[src/design/ipab_pkg.sv]
package ipab_pkg;

    // Alphabet geometry (fixed by the 2 x 64-bit alphabet registers)
    localparam int MAX_RADIX = 16;
    localparam int DIGIT_W   = $clog2(MAX_RADIX);
    localparam int RADIX_W   = 5;
    localparam int CFG_IDX_W = 2;

    // Config register indexes
    localparam logic [CFG_IDX_W-1:0] CFG_RADIX_LENGTH  = 2'd0;
    localparam logic [CFG_IDX_W-1:0] CFG_ALPHABET_LOW  = 2'd1;
    localparam logic [CFG_IDX_W-1:0] CFG_ALPHABET_HIGH = 2'd2;

    // Character codes
    localparam logic [7:0] CHAR_NUL   = 8'h00;
    localparam logic [7:0] CHAR_SPACE = 8'h20;
    localparam logic [7:0] CHAR_DEL   = 8'h7F;
    localparam logic [7:0] CHAR_PLUS  = 8'h2B;
    localparam logic [7:0] CHAR_MINUS = 8'h2D;

    // Classified character word, front -> back
    typedef struct packed {
        logic               is_zero;
        logic               is_blank;
        logic               is_plus;
        logic               is_minus;
        logic               is_digit;
        logic [DIGIT_W-1:0] digit;
        logic [RADIX_W-1:0] radix;
        logic               bad_alpha;
        logic               last;
    } ipab_entry_t;

endpackage

[src/design/ipab_front.sv]
module ipab_front
    import ipab_pkg::*;
(
    input  logic                 aclk,
    input  logic                 aresetn,
    // config writes
    input  logic                 cfg_we,
    input  logic [CFG_IDX_W-1:0] cfg_index,
    input  logic [63:0]          cfg_data,
    // character in
    input  logic [7:0]           text_byte,
    input  logic                 end_of_string,
    output ipab_entry_t          entry
);

    logic [RADIX_W-1:0] radix_reg;
    logic [63:0]        alpha_lo_reg;
    logic [63:0]        alpha_hi_reg;

    logic [127:0]       alphabet;
    logic [7:0]         ch     [MAX_RADIX];
    logic [MAX_RADIX-1:0] in_use;
    logic               bad;
    logic               hit;
    logic [DIGIT_W-1:0] idx;

    always_ff @(posedge aclk) begin
        if (!aresetn) begin
            radix_reg    <= '0;
            alpha_lo_reg <= '0;
            alpha_hi_reg <= '0;
        end else if (cfg_we) begin
            unique case (cfg_index)
                CFG_RADIX_LENGTH:  radix_reg    <= cfg_data[RADIX_W-1:0];
                CFG_ALPHABET_LOW:  alpha_lo_reg <= cfg_data;
                CFG_ALPHABET_HIGH: alpha_hi_reg <= cfg_data;
                default: ;
            endcase
        end
    end

    assign alphabet = {alpha_hi_reg, alpha_lo_reg};

    always_comb begin
        for (int i = 0; i < MAX_RADIX; i++) begin
            ch[i]     = alphabet[i*8 +: 8];
            in_use[i] = RADIX_W'(i) < radix_reg;
        end
    end

    // Alphabet check: length, forbidden characters, repeats
    always_comb begin
        bad = (radix_reg <= RADIX_W'(1)) || (radix_reg > RADIX_W'(MAX_RADIX));
        for (int i = 0; i < MAX_RADIX; i++) begin
            if (in_use[i] && (ch[i] <= CHAR_SPACE || ch[i] >= CHAR_DEL ||
                              ch[i] == CHAR_PLUS || ch[i] == CHAR_MINUS)) begin
                bad = 1'b1;
            end
            for (int j = 0; j < i; j++) begin
                if (in_use[i] && ch[i] == ch[j]) begin
                    bad = 1'b1;
                end
            end
        end
    end

    // Digit lookup, lowest index wins
    always_comb begin
        hit = 1'b0;
        idx = '0;
        for (int i = MAX_RADIX - 1; i >= 0; i--) begin
            if (in_use[i] && ch[i] == text_byte) begin
                hit = 1'b1;
                idx = DIGIT_W'(i);
            end
        end
    end

    always_comb begin
        entry.is_zero   = (text_byte == CHAR_NUL);
        entry.is_blank  = (text_byte != CHAR_NUL) &&
                          (text_byte <= CHAR_SPACE || text_byte >= CHAR_DEL);
        entry.is_plus   = (text_byte == CHAR_PLUS);
        entry.is_minus  = (text_byte == CHAR_MINUS);
        entry.is_digit  = hit;
        entry.digit     = idx;
        entry.radix     = radix_reg;
        entry.bad_alpha = bad;
        entry.last      = end_of_string;
    end

endmodule

[src/design/ipab_queue.sv]
module ipab_queue
    import ipab_pkg::*;
#(
    parameter int DEPTH = 4
) (
    input  logic        aclk,
    input  logic        aresetn,
    input  logic        in_valid,
    output logic        in_ready,
    input  ipab_entry_t in_entry,
    output logic        out_valid,
    input  logic        out_pop,
    output ipab_entry_t out_entry
);

    localparam int PTR_W = (DEPTH > 1) ? $clog2(DEPTH) : 1;
    localparam int CNT_W = $clog2(DEPTH + 1);

    ipab_entry_t      mem [DEPTH];
    logic [PTR_W-1:0] wr_ptr_reg, rd_ptr_reg;
    logic [CNT_W-1:0] count_reg;
    logic             push, pop;

    assign in_ready  = (count_reg != CNT_W'(DEPTH));
    assign out_valid = (count_reg != '0);
    assign push      = in_valid && in_ready;
    assign pop       = out_pop && out_valid;
    assign out_entry = mem[rd_ptr_reg];

    always_ff @(posedge aclk) begin
        if (push) begin
            mem[wr_ptr_reg] <= in_entry;
        end
        if (!aresetn) begin
            wr_ptr_reg <= '0;
            rd_ptr_reg <= '0;
            count_reg  <= '0;
        end else begin
            if (push) begin
                wr_ptr_reg <= (wr_ptr_reg == PTR_W'(DEPTH - 1)) ? '0 : wr_ptr_reg + 1'b1;
            end
            if (pop) begin
                rd_ptr_reg <= (rd_ptr_reg == PTR_W'(DEPTH - 1)) ? '0 : rd_ptr_reg + 1'b1;
            end
            if (push && !pop) begin
                count_reg <= count_reg + 1'b1;
            end else if (pop && !push) begin
                count_reg <= count_reg - 1'b1;
            end
        end
    end

endmodule

[src/design/ipab_back.sv]
module ipab_back
    import ipab_pkg::*;
(
    input  logic        aclk,
    input  logic        aresetn,
    input  logic        q_valid,
    input  ipab_entry_t q_entry,
    output logic        q_pop,
    output logic        out_valid,
    input  logic        out_ready,
    output logic [31:0] out_value,
    output logic        out_overflow,
    output logic        out_bad
);

    typedef enum logic [1:0] {
        PH_SKIP,
        PH_SIGN,
        PH_DIGITS,
        PH_DONE
    } phase_t;

    phase_t      phase_reg, phase_next;
    logic        neg_reg, neg_next;
    logic [31:0] mag_reg, mag_next;
    logic        ovf_reg, ovf_next;
    logic        valid_reg;
    logic [31:0] value_reg;
    logic        ovf_out_reg, bad_out_reg;

    logic [36:0] acc;
    logic [36:0] limit;
    logic        out_free;
    logic [31:0] result;

    assign out_free = !valid_reg || out_ready;
    assign q_pop    = q_valid && (!q_entry.last || out_free);

    // one multiply-add per character
    assign acc = 37'(mag_reg) * 37'(q_entry.radix) + 37'(q_entry.digit);

    always_comb begin
        phase_next = phase_reg;
        neg_next   = neg_reg;
        mag_next   = mag_reg;
        ovf_next   = ovf_reg;
        limit      = '0;

        if (phase_next == PH_SKIP) begin
            if (q_entry.is_zero) begin
                phase_next = PH_DONE;
            end else if (!q_entry.is_blank) begin
                phase_next = PH_SIGN;
            end
        end
        if (phase_next == PH_SIGN) begin
            if (q_entry.is_plus || q_entry.is_minus) begin
                neg_next = neg_reg || q_entry.is_minus;
            end else begin
                phase_next = PH_DIGITS;
            end
        end
        if (phase_next == PH_DIGITS) begin
            limit = neg_next ? 37'h0_8000_0000 : 37'h0_7FFF_FFFF;
            if (q_entry.is_zero || !q_entry.is_digit) begin
                phase_next = PH_DONE;
            end else if (acc > limit) begin
                ovf_next   = 1'b1;
                phase_next = PH_DONE;
            end else begin
                mag_next = acc[31:0];
            end
        end

        if (q_entry.bad_alpha || ovf_next) begin
            result = '0;
        end else begin
            result = neg_next ? (32'd0 - mag_next) : mag_next;
        end
    end

    always_ff @(posedge aclk) begin
        if (!aresetn) begin
            phase_reg <= PH_SKIP;
            neg_reg   <= 1'b0;
            mag_reg   <= '0;
            ovf_reg   <= 1'b0;
            valid_reg <= 1'b0;
        end else begin
            if (q_pop && q_entry.last) begin
                phase_reg   <= PH_SKIP;
                neg_reg     <= 1'b0;
                mag_reg     <= '0;
                ovf_reg     <= 1'b0;
                valid_reg   <= 1'b1;
                value_reg   <= result;
                ovf_out_reg <= ovf_next && !q_entry.bad_alpha;
                bad_out_reg <= q_entry.bad_alpha;
            end else begin
                if (q_pop) begin
                    phase_reg <= phase_next;
                    neg_reg   <= neg_next;
                    mag_reg   <= mag_next;
                    ovf_reg   <= ovf_next;
                end
                if (valid_reg && out_ready) begin
                    valid_reg <= 1'b0;
                end
            end
        end
    end

    assign out_valid    = valid_reg;
    assign out_value    = value_reg;
    assign out_overflow = ovf_out_reg;
    assign out_bad      = bad_out_reg;

endmodule

[src/design/integer_parse_any_base_unit.sv]
// String to signed 32-bit integer converter with a configurable digit alphabet.
//
// s_ channel: one character word per ready cycle; s_tlast marks the last character
// of a string. The result word for that string appears on the m_ channel:
// m_tdata is the signed value, m_tuser flags overflow and a bad alphabet.
// cfg_ channel: register writes (radix length, alphabet low, alphabet high),
// always ready (unchecked); the user must see them taken while no string is in flight.
//
// Throughput: one character per cycle, as long as s_tready stays high. The
// front classifies each byte against the 16-entry alphabet compare bank in
// the accept cycle; the back runs one 32x5 multiply-add per character. With
// the queue empty ahead of it, the last character is written into the queue,
// then popped by the back into the result register, which raises m_tvalid;
// words queued ahead of it are popped first.
// Reset clears the config registers, the queue and the parse state.
// If the receiver stalls, the result waits in the output register while the
// front keeps taking characters into the queue; s_tready drops only when
// the queue fills behind a held last character.
module integer_parse_any_base_unit
    import ipab_pkg::*;
#(
    parameter int FIFO_DEPTH = 4
) (
    input  logic                 aclk,
    input  logic                 aresetn,
    // character in
    input  logic                 s_tvalid,
    output logic                 s_tready,
    input  logic [7:0]           s_tdata,    // [7:0] text_byte
    input  logic                 s_tlast,    // end_of_string
    // result out
    output logic                 m_tvalid,
    input  logic                 m_tready,
    output logic [31:0]          m_tdata,    // [31:0] parsed_value (signed)
    output logic [1:0]           m_tuser,    // [0] overflowed, [1] bad_alphabet
    // config writes
    input  logic                 cfg_valid,
    output logic                 cfg_ready,
    input  logic [CFG_IDX_W-1:0] cfg_index,
    input  logic [63:0]          cfg_data
);

    ipab_entry_t front_entry;
    ipab_entry_t q_entry;
    logic        q_valid;
    logic        q_pop;
    logic        res_ovf;
    logic        res_bad;

    assign cfg_ready = 1'b1;

    ipab_front u_front (
        .aclk          (aclk),
        .aresetn       (aresetn),
        .cfg_we        (cfg_valid && cfg_ready),
        .cfg_index     (cfg_index),
        .cfg_data      (cfg_data),
        .text_byte     (s_tdata),
        .end_of_string (s_tlast),
        .entry         (front_entry)
    );

    ipab_queue #(
        .DEPTH (FIFO_DEPTH)
    ) u_queue (
        .aclk      (aclk),
        .aresetn   (aresetn),
        .in_valid  (s_tvalid),
        .in_ready  (s_tready),
        .in_entry  (front_entry),
        .out_valid (q_valid),
        .out_pop   (q_pop),
        .out_entry (q_entry)
    );

    ipab_back u_back (
        .aclk         (aclk),
        .aresetn      (aresetn),
        .q_valid      (q_valid),
        .q_entry      (q_entry),
        .q_pop        (q_pop),
        .out_valid    (m_tvalid),
        .out_ready    (m_tready),
        .out_value    (m_tdata),
        .out_overflow (res_ovf),
        .out_bad      (res_bad)
    );

    assign m_tuser = {res_bad, res_ovf};

endmodule

[config.mk]
export PLATFORM = sky130hd
export DESIGN_NAME = integer_parse_any_base_unit
export DESIGN_NICKNAME = d
export VERILOG_FILES = /design/src/design/ipab_pkg.sv /design/src/design/ipab_front.sv /design/src/design/ipab_queue.sv /design/src/design/ipab_back.sv /design/src/design/integer_parse_any_base_unit.sv
export SDC_FILE = /design/constraint.sdc
export NUM_CORES = 2
export LEC_CHECK = 0
export BUFFER_PORTS_ARGS = -buffer_cell sky130_fd_sc_hd__buf_2
export CAP_MARGIN = 15
export CORE_MARGIN = 10
export CORE_UTILIZATION = 50
export CTS_CLUSTER_DIAMETER = 60
export DETAILED_ROUTE_END_ITERATION = 16
export PLACE_DENSITY = 0.72
export SETUP_SLACK_MARGIN = 0.05
export SLEW_MARGIN = 5
export SYNTH_ARGS = -nofsm -noshare
export SYNTH_HDL_FRONTEND = slang
export SYNTH_SLANG_ARGS = --single-unit
[constraint.sdc]
create_clock -name aclk -period 10.8 [get_ports aclk]
set_clock_uncertainty 0.15 [all_clocks]
set_input_delay 1.08 -clock aclk [delete_from_list [all_inputs] [get_ports aclk]]
set_output_delay 1.08 -clock aclk [all_outputs]
set_load 0.01 [all_outputs]
# Yosys cells after proc, flatten, opt, wreduce, memory -nomap -nowiden
# Memory sizes are Yosys's and may differ from the RTL's. A register that Yosys moved wholly into a read port is not among the register bits.
# Index checks and enable logic that the tools add are counted.
# totals
mem_bits_rw	64
n_memories	1
ff_bits	211
# memory_table
name	words	width	read_ports	rd_ports_with_merged_regs	write_ports	line	rtl
u_queue.mem	4	16	1	1	1	ipab_queue.sv:19	ipab_entry_t mem [DEPTH];
# classes
n_addsub	6
n_mux	196
n_reduce_logical	235
mul	1
magnitude_cmp	53
eq_ne	177
bitwise_logic	1
# ops
op	n
equality test 8 bit	136
equality test 8 x 6 -> 1 bit (second input constant)	34
logical AND 1 bit	161
2-to-1 mux 1 bit	161
2-to-1 mux 32 bit	5
>= comparator 8 x 7 -> 1 bit (second input constant)	17
<= comparator 8 x 6 -> 1 bit (second input constant)	17
2-to-1 mux 4 bit	16
logical OR 1 bit	56
less-than comparator 4 x 5 -> 1 bit (first input constant)	8
adder 37 x 4 -> 37 bit	1
> comparator 37 bit	1
multiplier 32 x 5 -> 37 bit	1
subtractor 1 x 32 -> 32 bit (first input constant)	1
2-to-1 mux 2 bit	12
less-than comparator 3 x 5 -> 1 bit (first input constant)	4
less-than comparator 1 x 5 -> 1 bit (first input constant)	2
less-than comparator 2 x 5 -> 1 bit (first input constant)	2
equality test 2 bit (second input constant)	4
zero test 8 bit	1
AND reduction 2 bit	4
nonzero test 8 bit	1
zero test 1 bit	6
2-to-1 mux 3 bit	2
other kinds (12)	16

# Longest topological paths before layout
# depth
ltp_word	141
mapped_depth	42

# Modules after synthesis
# Synthesis repeated with hierarchy kept, for this count alone.
# unflattened
hier_cells	4056
hier_area_um2	33821.2
# by_module_without_submodules
module	instances	seq_area_each_um2	cells_per_inst	area_per_inst_um2
ipab_front	1	2662.6	2542	19822.8
ipab_back	1	1761.7	1375	11177.0
ipab_queue	1	2102.0	135	2795.2
integer_parse_any_base_unit	1	0.0	4	26.3

# Worst setup path after synthesis
# No wires, ideal clock.
# synth_timing
kind	flip-flop to flip-flop
from	register (tool-made name)
to	register u_back.value_reg[26] (netlist: u_back.out_value[26]) (data pin)
stages_incl_launch_ff	40
arrival_time_ns	9.370
setup_time_ns	0.258
required_time_ns	10.392
slack_ns	1.023
path_cell_list	dfxtp_1 -> buf_2 -> buf_1 -> mux4_2 -> clkbuf_1 -> nand2_1 -> fa_1 -> fa_1 -> fa_1 -> inv_1 -> ha_1 -> nand3_1 -> o211a_4 -> o31ai_4 -> o21ai_2 -> and2_1 -> clkbuf_1 -> xnor2_1 -> [... 4 more ...] -> o211a_1 -> a2111oi_2 -> o32ai_1 -> a211oi_4 -> and2_1 -> buf_4 -> buf_6 -> mux2i_1 -> ha_1 -> nand2_1 -> nor2b_1 -> nand2_1 -> or4_1 -> nor2_1 -> nor2_1 -> mux2i_1 -> o311a_1 -> mux2i_1
# synth_lines
item	line	rtl
to (signal assigned)	ipab_back.sv:96	value_reg <= result;
to (decl)	ipab_back.sv:28	logic [31:0] value_reg;

==> impl_metrics.xml <==
<?xml version="1.0" encoding="UTF-8"?>
<metrics>
  <group name="route">
    <metric name="viasPerCell" unit="">6.32</metric>
    <metric name="drc_errors" unit="">0</metric>
    <metric name="drt_pre_antenna_iters" unit="">6</metric>
    <metric name="detail_route.wirelength" unit="µm">113000</metric>
    <metric name="dr_total_vias" unit="">29800</metric>
    <metric name="ant_nets" unit="">0</metric>
    <metric name="post_drt_wl_per_cell" unit="µm">24.0</metric>
    <metric name="drt-initial-drc-count" unit="">3920</metric>
  </group>
  <group name="finish">
    <metric name="areaGrowthSynthToFinish" unit="%">8.06</metric>
    <metric name="final-instance-count-excl-fill" unit="">4721</metric>
    <metric name="fin_nets" unit="">4135</metric>
    <metric name="layout-drive-gt1-share" unit="%">10.3</metric>
  </group>
  <group name="synthesis">
    <metric name="synth_adder_area_share" unit="%">10.4</metric>
    <metric name="ys_types" unit="">101</metric>
    <metric name="yosysTopAreaCellShare" unit="%">15.8</metric>
    <metric name="yosysMostFrequentCell" unit="">sky130_fd_sc_hd__xor2_1</metric>
    <metric name="post_synth_mux_area_share" unit="%">2.48</metric>
    <metric name="yosys_register_bits" unit="">277</metric>
    <metric name="combinational_family_with_the_most_area_after_synthesis" unit="">XOR/XNOR gates</metric>
    <metric name="syn-num-nets" unit="">4226</metric>
    <metric name="share_of_the_synthesized_area_in_compound_gates_ao_oa_aoi_oai" unit="%">11.0</metric>
    <metric name="synth_area" unit="mm²">0.0316</metric>
    <metric name="count_of_mapped_cells_out_of_synthesis" unit="">3939</metric>
    <metric name="synth.yosys.seq_area_share" unit="%">20.6</metric>
    <metric name="cell_taking_the_most_area_after_synthesis" unit="">sky130_fd_sc_hd__xor2_1</metric>
    <metric name="synth_top_cells_by_count" unit="">sky130_fd_sc_hd__xor2_1 (570), sky130_fd_sc_hd__nand2_1 (543), sky130_fd_sc_hd__xnor2_1 (478), sky130_fd_sc_hd__a21oi_1 (283), sky130_fd_sc_hd__clkbuf_1 (207)</metric>
    <metric name="ys_warn_count" unit="">0</metric>
    <metric name="synth_xor_xnor_area_share" unit="%">29.1</metric>
    <metric name="simple_gate_portion_of_the_synthesized_area" unit="%">20.2</metric>
    <metric name="synthArstFlopShare" unit="%">0</metric>
    <metric name="ranking_of_synthesized_cells_by_area" unit="">sky130_fd_sc_hd__xor2_1 (16%), sky130_fd_sc_hd__xnor2_1 (13%), sky130_fd_sc_hd__dfxtp_1 (11%)</metric>
    <metric name="synth-edff-count" unit="">98</metric>
    <metric name="syn_area_per_cell" unit="µm²">8.03</metric>
    <metric name="ys.flop_type" unit="">sky130_fd_sc_hd__dfxtp_1</metric>
  </group>
  <group name="floorplanning">
    <metric name="dieArea" unit="mm²">0.0738</metric>
    <metric name="dieHeight" unit="µm">272</metric>
    <metric name="initial_core_util" unit="%">50.4</metric>
    <metric name="rows" unit="">92</metric>
    <metric name="fp.dieW" unit="µm">272</metric>
    <metric name="pin_count" unit="">117</metric>
    <metric name="placeableCoreArea" unit="mm²">0.0629</metric>
  </group>
  <group name="grt">
    <metric name="antenna_found_initial" unit="">11</metric>
    <metric name="grt_first_pass_wirelength" unit="µm">170000</metric>
    <metric name="grt_util_all_layers" unit="%">29.0</metric>
    <metric name="first_global_vias" unit="">28300</metric>
    <metric name="grt_residual_overflow" unit="">0</metric>
    <metric name="grt_start_max_net_pins" unit="">77</metric>
  </group>
  <group name="timing">
    <metric name="worst_slew_pin_slew" unit="ps">1260</metric>
    <metric name="hold-worst-slack" unit="ps">303</metric>
    <metric name="count_of_final_max_slew_check_failures" unit="">0</metric>
    <metric name="fmax" unit="MHz">96.5</metric>
    <metric name="final_setup_violations" unit="">0</metric>
    <metric name="layout_worst_path_cycle_share" unit="%">96.0</metric>
    <metric name="final_hold_viol_count" unit="">0</metric>
    <metric name="relSlewSlack" unit="%">15.9</metric>
    <metric name="timing.final.crit_period" unit="ps">10360</metric>
  </group>
  <group name="clocking">
    <metric name="number_of_buffers_inserted_during_clock_tree_synthesis" unit="">35</metric>
    <metric name="tritoncts_clock_tree" unit="">done</metric>
    <metric name="clock_transition_at_the_register_clock_pins_on_the_worst_setup_and_hold_paths_after_cts" unit="ps">60</metric>
    <metric name="h-tree-depth" unit="">2</metric>
    <metric name="cts-root-buf" unit="">sky130_fd_sc_hd__clkbuf_16</metric>
    <metric name="clock_sinks" unit="">277</metric>
    <metric name="cts_hold_buffers" unit="">0</metric>
    <metric name="clock_tree.buffer_depth" unit="">3</metric>
    <metric name="clkLatencyLatePin" unit="ps">590</metric>
  </group>
  <group name="placement">
    <metric name="placedCellCount" unit="">4646</metric>
    <metric name="place.port_buffers" unit="">115</metric>
    <metric name="detailedPlacementHpwl" unit="µm">72700</metric>
    <metric name="gp_congestion" unit="">1.02</metric>
  </group>
  <group name="critical_path">
    <metric name="critical_path.max_stage_delay" unit="ps">550</metric>
    <metric name="rr_endpoint" unit="">u_back.out_value[24]$_SDFFCE_PP0P_</metric>
    <metric name="critical-path-slowest-cell" unit="">sky130_fd_sc_hd__fa_1</metric>
    <metric name="crit_type" unit="">register to register</metric>
    <metric name="worst-endpoint-required" unit="ps">11100</metric>
    <metric name="cp-start-kind" unit="">register</metric>
    <metric name="r2r_setup_slack" unit="ps">440</metric>
    <metric name="cp_arrival" unit="ps">10660</metric>
    <metric name="critical_path.max_fanout" unit="">13</metric>
    <metric name="crit_path_end_kind" unit="">register</metric>
    <metric name="r2r.worst_path.cells" unit="">35</metric>
  </group>
  <group name="pwr">
    <metric name="power.density" unit="mW/mm²">153</metric>
    <metric name="vdd_ir_drop_max" unit="V">0.000118</metric>
    <metric name="static-leakage-power" unit="nW">15.8</metric>
  </group>
  <group name="worst_hold_path">
    <metric name="hp-start" unit="">u_front.alpha_hi_reg[43]$_SDFFE_PN0P_</metric>
    <metric name="worst_hold_path_type" unit="">register to register</metric>
    <metric name="timing.hold.worst_path_depth" unit="">2</metric>
    <metric name="worst_hold_path.endpoint" unit="">u_front.alpha_hi_reg[43]$_SDFFE_PN0P_</metric>
  </group>
  <group name="flow_run">
    <metric name="cap_viol_max_count" unit="">0</metric>
  </group>
  <group name="outcome">
    <metric name="outcome" unit="">completed</metric>
  </group>
</metrics>
[layout by cell type (no fill, tap or decap), types with 30 or more instances in the layout]
cell type | synthesis | routed
sky130_fd_sc_hd__clkbuf_16 | 0 | 35
sky130_fd_sc_hd__and2_1 | 83 | 83
sky130_fd_sc_hd__a21oi_1 | 283 | 281
sky130_fd_sc_hd__fa_1 | 95 | 95
sky130_fd_sc_hd__inv_1 | 106 | 105
sky130_fd_sc_hd__a211oi_1 | 31 | 30
sky130_fd_sc_hd__edfxtp_1 | 98 | 98
sky130_fd_sc_hd__o21ai_0 | 58 | 58
sky130_fd_sc_hd__dfxtp_1 | 179 | 177
sky130_fd_sc_hd__ha_1 | 112 | 112
sky130_fd_sc_hd__buf_2 | 16 | 115
sky130_fd_sc_hd__nand3_1 | 44 | 44
sky130_fd_sc_hd__nor2_1 | 122 | 120
sky130_fd_sc_hd__buf_4 | 5 | 149
sky130_fd_sc_hd__nor4_1 | 190 | 190
sky130_fd_sc_hd__xnor2_1 | 478 | 478
sky130_fd_sc_hd__nor3_1 | 61 | 61
sky130_fd_sc_hd__nand2_1 | 543 | 543
sky130_fd_sc_hd__nand4_1 | 131 | 131
sky130_fd_sc_hd__mux2i_1 | 39 | 39
sky130_fd_sc_hd__xor2_1 | 570 | 570
[worst max path at each step]
stage	endpoint	slack, ps	start
3_5_place_dp	u_back.out_value[24]$_SDFFCE_PP0P_	610	register
3_3_place_gp	u_back.out_value[24]$_SDFFCE_PP0P_	800	register
2_1_floorplan	u_back.out_value[26]$_SDFFCE_PP0P_	1020	register
6_report	u_back.out_value[24]$_SDFFCE_PP0P_	440	register
5_1_grt	u_back.out_value[24]$_SDFFCE_PP0P_	-7	register
4_1_cts	u_back.out_value[24]$_SDFFCE_PP0P_	550	register
[report_power, final]
| group | switching (W) | internal [W] | leakage (nW) |
|---|---|---|---|
| clock network | 0.000498 | 0.000682 | 0.553 |
| registers | 0.000111 | 0.00119 | 2.36 |
| logic | 0.00176 | 0.000985 | 12.9 |
[layout make-up]
| cell class | count | area, µm² |
|---|---|---|
| well taps | 846 | 1060 |
| clock inverters | 18 | 210 |
| fillers | 5857 | 28700 |
| inverters | 107 | 404 |
| flip-flops and latches | 277 | 6530 |
| diodes | 5 | 12.5 |
| clock buffers | 41 | 908 |
| repair buffers | 267 | 1750 |
| multi-input cells | 3160 | 23300 |
[through the flow]
stage	worst slack (ps)	TNS (ps)	area [µm²]	power, W	utilization [%]
detailed placement	612	0	32900	0.00388	52.3
CTS	548	0	34000	0.00508	54.1
floorplan	1020	0	31600	0.00313	-
global route	-6.77	-8.24	34200	0.00552	54.4
global placement	804	0	32900	0.00383	52.3
finish	436	0	34200	0.00522	54.4
[logic make-up after synthesis]
kind of cell	after synthesis
fa+ha+maj	207
simple gates	1285
other cells	1
buf+inv	507
compound gates	555
flops	277
xor+xnor	1049
mux	58
[critical path: cells and delay by family, from the launching register on]
family	cells	cell delay, ps
DFF	1	470
buffers and inverters	3	520
muxes	3	860
and+or+nand+nor	13	2850
adders and majority gates	6	2690
xor gates and xnor gates	1	460
AOI/OAI and AO/OA	9	2190
[metal layers]
layer | track usage [%] | share of wire, % | vias up
li1 | - | - | 13200
met1 | 37.5 | 39 | 14100
met2 | 44.8 | 43 | 2033
met3 | 6.41 | 12 | 545
met4 | 14.6 | 6.4 | 10
met5 | 0 | 0.055 | -
[timing repair]
action | 4_1_cts | 5_1_grt
resized for setup | 0 | 7
endpoints found under the setup margin | 0 | 5
setup buffers | 0 | 6
Power figures use the tool's default switching activity.
